===== src/rtl/ols_pkg.sv =====
// Package: shared types and codes for the ordered list block.
`timescale 1ns / 1ps

package ols_pkg;

    localparam int unsigned DATA_W  = 32;
    localparam int unsigned OP_W    = 3;
    localparam int unsigned ST_W    = 2;
    localparam int unsigned COUNT_W = 7;

    localparam logic [OP_W-1:0] OP_SEARCH  = 3'd0;
    localparam logic [OP_W-1:0] OP_APPEND  = 3'd1;
    localparam logic [OP_W-1:0] OP_PREPEND = 3'd2;
    localparam logic [OP_W-1:0] OP_INSERT  = 3'd3;
    localparam logic [OP_W-1:0] OP_DELETE  = 3'd4;
    localparam logic [OP_W-1:0] OP_DUMP    = 3'd5;

    localparam logic [ST_W-1:0] ST_OK       = 2'd0;
    localparam logic [ST_W-1:0] ST_NOTFOUND = 2'd1;
    localparam logic [ST_W-1:0] ST_FULL     = 2'd2;
    localparam logic [ST_W-1:0] ST_EMPTY    = 2'd3;

    typedef enum logic [1:0] {
        S_IDLE,
        S_SCAN,
        S_SHIFT
    } state_t;

endpackage


===== src/rtl/ols_ram.sv =====
// Entry store: simple dual-port RAM, one write and one registered read a cycle.
`timescale 1ns / 1ps

module ols_ram #(
    parameter int unsigned DEPTH = 64
) (
    input  logic                              clk,
    input  logic                              we,
    input  logic [$clog2(DEPTH)-1:0]          waddr,
    input  logic signed [ols_pkg::DATA_W-1:0] wdata,
    input  logic                              re,
    input  logic [$clog2(DEPTH)-1:0]          raddr,
    output logic signed [ols_pkg::DATA_W-1:0] rdata
);

    logic signed [ols_pkg::DATA_W-1:0] mem [DEPTH];

    always_ff @(posedge clk)
    begin
        if (we)
        begin
            mem[waddr] <= wdata;
        end
    end

    always_ff @(posedge clk)
    begin
        if (re)
        begin
            rdata <= mem[raddr];
        end
    end

endmodule


===== src/rtl/ordered_list_search_insert_delete_top.sv =====
// Append, full-list inserts and prepends, empty-list dumps and unknown operations
// give their result in the cycle after start; search, insert, delete and dump walk
// the list through the RAM read port; prepend and insert-after shift the tail up one
// entry a cycle; one transaction at a time, and busy stays high until the walk ends.
// Results show for one cycle on strobe; the receiver cannot stall them.
// Reset empties the list at once; the RAM itself is never cleared.
`timescale 1ns / 1ps

module ordered_list_search_insert_delete_top #(
    parameter int unsigned DEPTH = 64
) (
    input  logic                                   clk,
    input  logic                                   rst_n,
    input  logic                                   start,
    output logic                                   busy,
    input  logic [ols_pkg::OP_W-1:0]               operation,
    input  logic signed [ols_pkg::DATA_W-1:0]      key,
    input  logic signed [ols_pkg::DATA_W-1:0]      value,
    output logic                                   strobe,
    output logic [ols_pkg::ST_W-1:0]               status,
    output logic signed [ols_pkg::DATA_W-1:0]      element,
    output logic                                   last,
    output logic [ols_pkg::COUNT_W-1:0]            entry_count
);

    localparam int unsigned AW = $clog2(DEPTH);
    localparam int unsigned CW = $clog2(DEPTH + 1);

    ols_pkg::state_t state_reg, state_next;

    logic [CW-1:0]                       count_reg, count_next;
    logic [CW-1:0]                       rd_ptr_reg, rd_ptr_next;
    logic [CW-1:0]                       w_reg, w_next;
    logic                                pend_reg, pend_next;
    logic [AW-1:0]                       pend_idx_reg, pend_idx_next;
    logic [AW-1:0]                       pos_reg, pos_next;
    logic                                hit_reg, hit_next;
    logic [ols_pkg::OP_W-1:0]            op_reg, op_next;
    logic signed [ols_pkg::DATA_W-1:0]   key_reg, key_next;
    logic signed [ols_pkg::DATA_W-1:0]   value_reg, value_next;

    logic                                strobe_reg, strobe_next;
    logic [ols_pkg::ST_W-1:0]            status_reg, status_next;
    logic signed [ols_pkg::DATA_W-1:0]   element_reg, element_next;
    logic                                last_reg, last_next;
    logic [ols_pkg::COUNT_W-1:0]         entry_count_reg, entry_count_next;

    logic                                we;
    logic [AW-1:0]                       waddr;
    logic signed [ols_pkg::DATA_W-1:0]   wdata;
    logic                                re;
    logic [AW-1:0]                       raddr;
    logic signed [ols_pkg::DATA_W-1:0]   rdata;

    logic                                full;
    logic                                issue_scan;
    logic                                match;
    logic                                scan_done;
    logic                                shift_rd;
    logic [CW-1:0]                       rd_dec;

    ols_ram #(
        .DEPTH(DEPTH)
    ) u_ram (
        .clk  (clk),
        .we   (we),
        .waddr(waddr),
        .wdata(wdata),
        .re   (re),
        .raddr(raddr),
        .rdata(rdata)
    );

    assign full       = (count_reg == CW'(DEPTH));
    assign issue_scan = (rd_ptr_reg < count_reg);
    assign match      = pend_reg && (rdata == key_reg);
    assign scan_done  = !issue_scan && !pend_reg;
    assign shift_rd   = (rd_ptr_reg > CW'(pos_reg));
    assign rd_dec     = rd_ptr_reg - 1'b1;

    // Next state
    always_comb
    begin
        state_next = state_reg;
        case (state_reg)
            ols_pkg::S_IDLE:
            begin
                if (start)
                begin
                    case (operation)
                        ols_pkg::OP_SEARCH, ols_pkg::OP_DELETE:
                            state_next = ols_pkg::S_SCAN;
                        ols_pkg::OP_DUMP:
                            if (count_reg != '0) state_next = ols_pkg::S_SCAN;
                        ols_pkg::OP_INSERT:
                            if (!full) state_next = ols_pkg::S_SCAN;
                        ols_pkg::OP_PREPEND:
                            if (!full) state_next = ols_pkg::S_SHIFT;
                        default:
                            state_next = ols_pkg::S_IDLE;
                    endcase
                end
            end
            ols_pkg::S_SCAN:
            begin
                if (match && (op_reg == ols_pkg::OP_SEARCH))
                    state_next = ols_pkg::S_IDLE;
                else if (match && (op_reg == ols_pkg::OP_INSERT))
                    state_next = ols_pkg::S_SHIFT;
                else if (scan_done)
                    state_next = ols_pkg::S_IDLE;
            end
            ols_pkg::S_SHIFT:
            begin
                if (!shift_rd && !pend_reg)
                    state_next = ols_pkg::S_IDLE;
            end
            default:
                state_next = ols_pkg::S_IDLE;
        endcase
    end

    // Datapath, RAM control and result register
    always_comb
    begin
        count_next   = count_reg;
        rd_ptr_next  = rd_ptr_reg;
        w_next       = w_reg;
        pend_next    = 1'b0;
        pend_idx_next = pend_idx_reg;
        pos_next     = pos_reg;
        hit_next     = hit_reg;
        op_next      = op_reg;
        key_next     = key_reg;
        value_next   = value_reg;

        strobe_next  = 1'b0;
        status_next  = status_reg;
        element_next = element_reg;
        last_next    = last_reg;

        we    = 1'b0;
        waddr = count_reg[AW-1:0];
        wdata = value;
        re    = 1'b0;
        raddr = rd_ptr_reg[AW-1:0];

        case (state_reg)
            ols_pkg::S_IDLE:
            begin
                if (start)
                begin
                    op_next     = operation;
                    key_next    = key;
                    value_next  = value;
                    rd_ptr_next = '0;
                    w_next      = '0;
                    hit_next    = 1'b0;
                    case (operation)
                        ols_pkg::OP_SEARCH, ols_pkg::OP_DELETE:
                        begin
                        end
                        ols_pkg::OP_DUMP:
                        begin
                            if (count_reg == '0)
                            begin
                                strobe_next  = 1'b1;
                                status_next  = ols_pkg::ST_EMPTY;
                                element_next = '0;
                                last_next    = 1'b1;
                            end
                        end
                        ols_pkg::OP_APPEND:
                        begin
                            strobe_next  = 1'b1;
                            element_next = '0;
                            last_next    = 1'b1;
                            if (full)
                            begin
                                status_next = ols_pkg::ST_FULL;
                            end
                            else
                            begin
                                we          = 1'b1;
                                count_next  = count_reg + 1'b1;
                                status_next = ols_pkg::ST_OK;
                            end
                        end
                        ols_pkg::OP_INSERT, ols_pkg::OP_PREPEND:
                        begin
                            if (full)
                            begin
                                strobe_next  = 1'b1;
                                status_next  = ols_pkg::ST_FULL;
                                element_next = '0;
                                last_next    = 1'b1;
                            end
                            else if (operation == ols_pkg::OP_PREPEND)
                            begin
                                pos_next    = '0;
                                rd_ptr_next = count_reg;
                            end
                        end
                        default:
                        begin
                            strobe_next  = 1'b1;
                            status_next  = ols_pkg::ST_OK;
                            element_next = '0;
                            last_next    = 1'b1;
                        end
                    endcase
                end
            end

            ols_pkg::S_SCAN:
            begin
                // Issue the next read while the previous entry is examined
                re            = issue_scan;
                raddr         = rd_ptr_reg[AW-1:0];
                pend_next     = issue_scan;
                pend_idx_next = rd_ptr_reg[AW-1:0];
                if (issue_scan)
                    rd_ptr_next = rd_ptr_reg + 1'b1;

                case (op_reg)
                    ols_pkg::OP_SEARCH:
                    begin
                        if (match || scan_done)
                        begin
                            pend_next    = 1'b0;
                            strobe_next  = 1'b1;
                            status_next  = match ? ols_pkg::ST_OK : ols_pkg::ST_NOTFOUND;
                            element_next = '0;
                            last_next    = 1'b1;
                        end
                    end
                    ols_pkg::OP_INSERT:
                    begin
                        if (match)
                        begin
                            // Found the target: shift the tail up behind it
                            pend_next   = 1'b0;
                            pos_next    = pend_idx_reg + 1'b1;
                            rd_ptr_next = count_reg;
                        end
                        else if (scan_done)
                        begin
                            strobe_next  = 1'b1;
                            status_next  = ols_pkg::ST_NOTFOUND;
                            element_next = '0;
                            last_next    = 1'b1;
                        end
                    end
                    ols_pkg::OP_DELETE:
                    begin
                        // Compact survivors towards the head
                        if (match)
                        begin
                            hit_next = 1'b1;
                        end
                        else if (pend_reg)
                        begin
                            we     = 1'b1;
                            waddr  = w_reg[AW-1:0];
                            wdata  = rdata;
                            w_next = w_reg + 1'b1;
                        end
                        if (scan_done)
                        begin
                            count_next   = w_reg;
                            strobe_next  = 1'b1;
                            status_next  = hit_reg ? ols_pkg::ST_OK : ols_pkg::ST_NOTFOUND;
                            element_next = '0;
                            last_next    = 1'b1;
                        end
                    end
                    default:
                    begin
                        if (pend_reg)
                        begin
                            strobe_next  = 1'b1;
                            status_next  = ols_pkg::ST_OK;
                            element_next = rdata;
                            last_next    = (CW'(pend_idx_reg) == count_reg - 1'b1);
                        end
                    end
                endcase
            end

            ols_pkg::S_SHIFT:
            begin
                re            = shift_rd;
                raddr         = rd_dec[AW-1:0];
                pend_next     = shift_rd;
                pend_idx_next = rd_dec[AW-1:0];
                if (shift_rd)
                    rd_ptr_next = rd_dec;

                if (pend_reg)
                begin
                    we    = 1'b1;
                    waddr = pend_idx_reg + 1'b1;
                    wdata = rdata;
                end
                else if (!shift_rd)
                begin
                    // Gap is open: drop the new value in
                    we           = 1'b1;
                    waddr        = pos_reg;
                    wdata        = value_reg;
                    count_next   = count_reg + 1'b1;
                    strobe_next  = 1'b1;
                    status_next  = ols_pkg::ST_OK;
                    element_next = '0;
                    last_next    = 1'b1;
                end
            end

            default:
            begin
            end
        endcase

        entry_count_next = strobe_next ? ols_pkg::COUNT_W'(count_next) : entry_count_reg;
    end

    always_ff @(posedge clk or negedge rst_n)
    begin
        if (!rst_n)
        begin
            state_reg  <= ols_pkg::S_IDLE;
            count_reg  <= '0;
            pend_reg   <= 1'b0;
            strobe_reg <= 1'b0;
        end
        else
        begin
            state_reg  <= state_next;
            count_reg  <= count_next;
            pend_reg   <= pend_next;
            strobe_reg <= strobe_next;
        end
    end

    always_ff @(posedge clk)
    begin
        rd_ptr_reg      <= rd_ptr_next;
        w_reg           <= w_next;
        pend_idx_reg    <= pend_idx_next;
        pos_reg         <= pos_next;
        hit_reg         <= hit_next;
        op_reg          <= op_next;
        key_reg         <= key_next;
        value_reg       <= value_next;
        status_reg      <= status_next;
        element_reg     <= element_next;
        last_reg        <= last_next;
        entry_count_reg <= entry_count_next;
    end

    assign busy        = (state_reg != ols_pkg::S_IDLE);
    assign strobe      = strobe_reg;
    assign status      = status_reg;
    assign element     = element_reg;
    assign last        = last_reg;
    assign entry_count = entry_count_reg;

endmodule

===== config.mk =====
export PLATFORM = sky130hd
export DESIGN_NAME = ordered_list_search_insert_delete_top
export DESIGN_NICKNAME = d
export VERILOG_FILES = /design/src/rtl/ols_pkg.sv /design/src/rtl/ols_ram.sv /design/src/rtl/ordered_list_search_insert_delete_top.sv
export SDC_FILE = /design/constraint.sdc
export NUM_CORES = 2
export LEC_CHECK = 0
export ABC_AREA = 0
export BUFFER_PORTS_ARGS = -buffer_cell sky130_fd_sc_hd__buf_4
export CAP_MARGIN = 20
export CORE_MARGIN = 2
export CORE_UTILIZATION = 40
export CTS_BUF_LIST = sky130_fd_sc_hd__clkbuf_4 sky130_fd_sc_hd__clkbuf_8
export CTS_CLUSTER_DIAMETER = 50
export DETAILED_ROUTE_END_ITERATION = 7
export GPL_TIMING_DRIVEN = 0
export HOLD_SLACK_MARGIN = 0.06
export PLACE_DENSITY = 0.57
export SYNTH_ARGS = -nofsm -noshare
export SYNTH_HDL_FRONTEND = slang
export SYNTH_HIERARCHICAL = 1
export SYNTH_SLANG_ARGS = --single-unit

===== constraint.sdc =====
create_clock -name clk -period 6.5 [get_ports clk]
set_input_delay 1.3 -clock clk [delete_from_list [all_inputs] [get_ports clk]]
set_output_delay 1.3 -clock clk [all_outputs]
set_load 0.005 [all_outputs]

==> flow_metrics.tcl <==
set metrics [dict create \
    cts_buffers 383 \
    start_util_pct 40.24 \
    largest_reg_flops 2048 \
    rsz0062_at_grt "false" \
    nNetsFinal 4947 \
    worst-path-max-fanout 10 \
    dr_total_vias 48065 \
    htree_levels 5 \
    post-route-cell-area_um2 102000 \
    ff2ff_path_depth 12 \
    crit_required_ps 7250 \
    clockBufferDepth 4 \
    post-route-drc-count 0 \
    synth_seq_cells 2227 \
    worst_setup_path_end_kind "flip-flop" \
    critical_path.cell_chain "inv_1 > ha_1 > clkbuf_1 > nand2_1 > xnor2_1 > buf_4 > buf_4 > buf_2 > clkbuf_1 > a211oi_1 > o21ai_0 > and3_1" \
    avgSynthCellArea_um2 20.64 \
    tightestPinTransition_ps 1217 \
    placed_area_um2 94890 \
    crit_type "flip-flop to flip-flop" \
    synth_warnings 6 \
    die_h_um 471.7 \
    r2r-end "u_ram/rdata[14]" \
    synth-main-ff-cell "edfxtp_1" \
    port_buffers 113 \
    synth_cells 4239 \
    finalSetupViolations 1 \
    power_leakage_nw 32.26 \
    clk_pin_slew_ps 60 \
    io_pins 114 \
    hold_slack_ps 428.3 \
    synth_area_um2 87480 \
    wl_per_cell_um 33.86 \
    hold_depth 1 \
    yosys.area.top_type "edfxtp_1" \
    cts_sinks 2227 \
    gr-total-overflow 0 \
    fp-row-count 171 \
    maxCapViolCount 0 \
    post-synth-top-area-fraction_pct 76.06 \
    crit_arrival_ps 7280 \
    r2r-start "state_reg[0]" \
    hold_start "key[8]" \
    crit_path_start_kind "flip-flop" \
    grt_start_max_net_pins 65 \
    gp_congestion 0.9377 \
    power_density_nw_per_um2 504.8 \
    synth_fp_nets 4332 \
    clk_latency_ps 1100 \
    cts_setup_buffers 0 \
    hp-class "input port to flip-flop" \
    die-area_um2 222500 \
    ir_worst_vdd_uv 296.9 \
    antenna_found_initial 18 \
    yosysMostFrequentCell "edfxtp_1" \
    slowest_delay_ps 990 \
    drtAntennaViolNets 0 \
    detail_route.first_pass.iterations 6 \
    async_flop_share_pct 0.4939 \
    grt_pass1_vias 47507 \
    finalMaxSlewViolations 0 \
    cts_tree "done" \
    detailed_place_hpwl_um 180800 \
    synthTopCellsByCount "edfxtp_1 (2,216), mux4_2 (446), mux2i_1 (197), nor2_1 (148), a22oi_1 (134)" \
    via_per_inst 6.028 \
    wl_um 270000 \
    core_area_um2 217400 \
    synth-edff-count 2216 \
    drt-initial-drc-count 6752 \
    crit_path_top_delay_cell "o21ai_0" \
    clockRootBuffer "clkbuf_8" \
    rrSetupSlack_ps -30 \
    run_status "complete, but fails checks" \
    seq_area_frac_synth_pct 76.38 \
    p_total_mw 51.48 \
    finalHoldViolCount 0 \
    synthToLayoutAreaGrowth_pct 16.58 \
    drive_gt1_share_pct 28.88 \
    finalClockSkew_ps 71.82 \
    die_w_um 471.7 \
    holdPathEnd "key_reg[8]" \
    synth_cell_type_count 74 \
    nFillCells 18264 \
    ys_top_cells_by_area "edfxtp_1 (76%), mux4_2 (11%), mux2i_1 (2.3%)" \
    grtUsageTotal_pct 23.99 \
    fin_crit_ps 6525 \
    grt_first_pass_wirelength_um 373200 \
    max_clock_freq_mhz 153.2 \
    setup_ws_ps -25.49 \
    failed_checks "negative setup slack" \
    fin_crit_sh_pct 100.4 \
    regMostFlops "u_ram/mem" \
    relSlewSlack_pct 18.27 \
]
placed cells by master (no fill, tap or decap), types with 13 or more instances in the layout:
cell type and instances:
a211oi_1 22, a21oi_1 54, a221oi_1 62, a22o_1 13, a22oi_1 134, a31oi_1 28, and2_1 14, and3_1 50
buf_1 14, buf_12 98, buf_2 64, buf_4 141, buf_6 36, buf_8 14, clkbuf_1 105, clkbuf_4 115
clkbuf_8 389, clkinv_1 95, clkinv_2 29, edfxtp_1 2216, ha_1 23, inv_1 28, mux2i_1 197, mux4_2 446
nand2_1 76, nand2b_1 16, nand3_1 70, nand4_1 15, nor2_1 52, nor2_4 94, nor2b_1 22, nor3_1 18
o211ai_1 15, o21ai_0 55, o221ai_1 20, o22a_1 13, o22ai_1 45, xnor2_1 52, xor2_1 13
logic make-up after synthesis:
group / synth area share, %
muxes: 13.76
buffers and inverters: 1.812
adders and majority gates: 0.3290
and+or+nand+nor: 2.686
AOI/OAI and AO/OA: 4.382
xor gates and xnor gates: 0.6507
DFF: 76.38
worst max-delay path: cells and delay by family, from the launching register on:
kind | cells | cell delay, ps
buffers and inverters | 6 | 2660
AND/OR/NAND/NOR | 2 | 800
XOR/XNOR | 1 | 700
AO/OA/AOI/OAI | 2 | 1150
adder cells (fa/ha/maj) | 1 | 440
flip-flops | 1 | 400
cell type report:
cell class                      instances  area [um2]  area share, %
Sequential cell                      2227       66820          65.52
Multi-Input combinational cell       1731       19810          19.42
Clock buffer                          504        6217          6.096
Tap cell                             2854        3571          3.501
Timing Repair Buffer                  230        3138          3.077
Buffer                                251        1473          1.444
Clock inverter                        144       840.8         0.8244
Inverter                               30       112.6         0.1104
Antenna cell                            3       7.507       0.007361
how the worst max path moves through the flow:
| stage | startpoint | to | slack, ps |
|---|---|---|---|
| floorplan | start | pos_reg[0] | 1030 |
| detailed placement | state_reg[0] | u_ram/rdata[3] | 280 |
| CTS | state_reg[0] | u_ram/rdata[3] | 250 |
| global placement | u_ram/rdata[14] | u_ram/mem[4][8] | -1390 |
| finish | state_reg[0] | u_ram/rdata[14] | -30 |
| global route | state_reg[0] | u_ram/rdata[14] | 120 |
per-stage QoR:
step | instances | util, % | worst slack, ps | setup TNS [ps]
global placement | 7206 | 42.28 | -1386 | -2467760
detailed placement | 7321 | 43.65 | 280.4 | 0
CTS | 7970 | 46.90 | 251.5 | 0
finish | 7974 | 46.92 | -25.49 | -25.49
global route | 7972 | 46.92 | 115.9 | 0
floorplan | 4239 | - | 1030 | 0
timing repair:
action | in CTS | in global routing
setup endpoints to repair | 0 | 2
gates resized for setup | 0 | 2
hold endpoints to repair | 11 | 0
hold buffers | 1 | 0
power breakdown:
group          internal [mW]  leakage (nW)  total (mW)  switching [mW]
logic                   7.08          8.27        20.6            13.5
clock network           6.49          3.73        12.1            5.57
registers               18.4          20.3        18.8           0.429
layer usage:
| layer | GRT usage (%) | vias to the layer above | share of wire, % |
|---|---|---|---|
| met5 | 0 | - | 0.072 |
| met4 | 8.362 | 10 | 3.3 |
| met3 | 5.267 | 490 | 9.6 |
| met2 | 37.50 | 2805 | 46 |
| met1 | 33.30 | 25618 | 41 |
| li1 | - | 19142 | - |
Note: power is estimated with default switching activity, not from simulation.
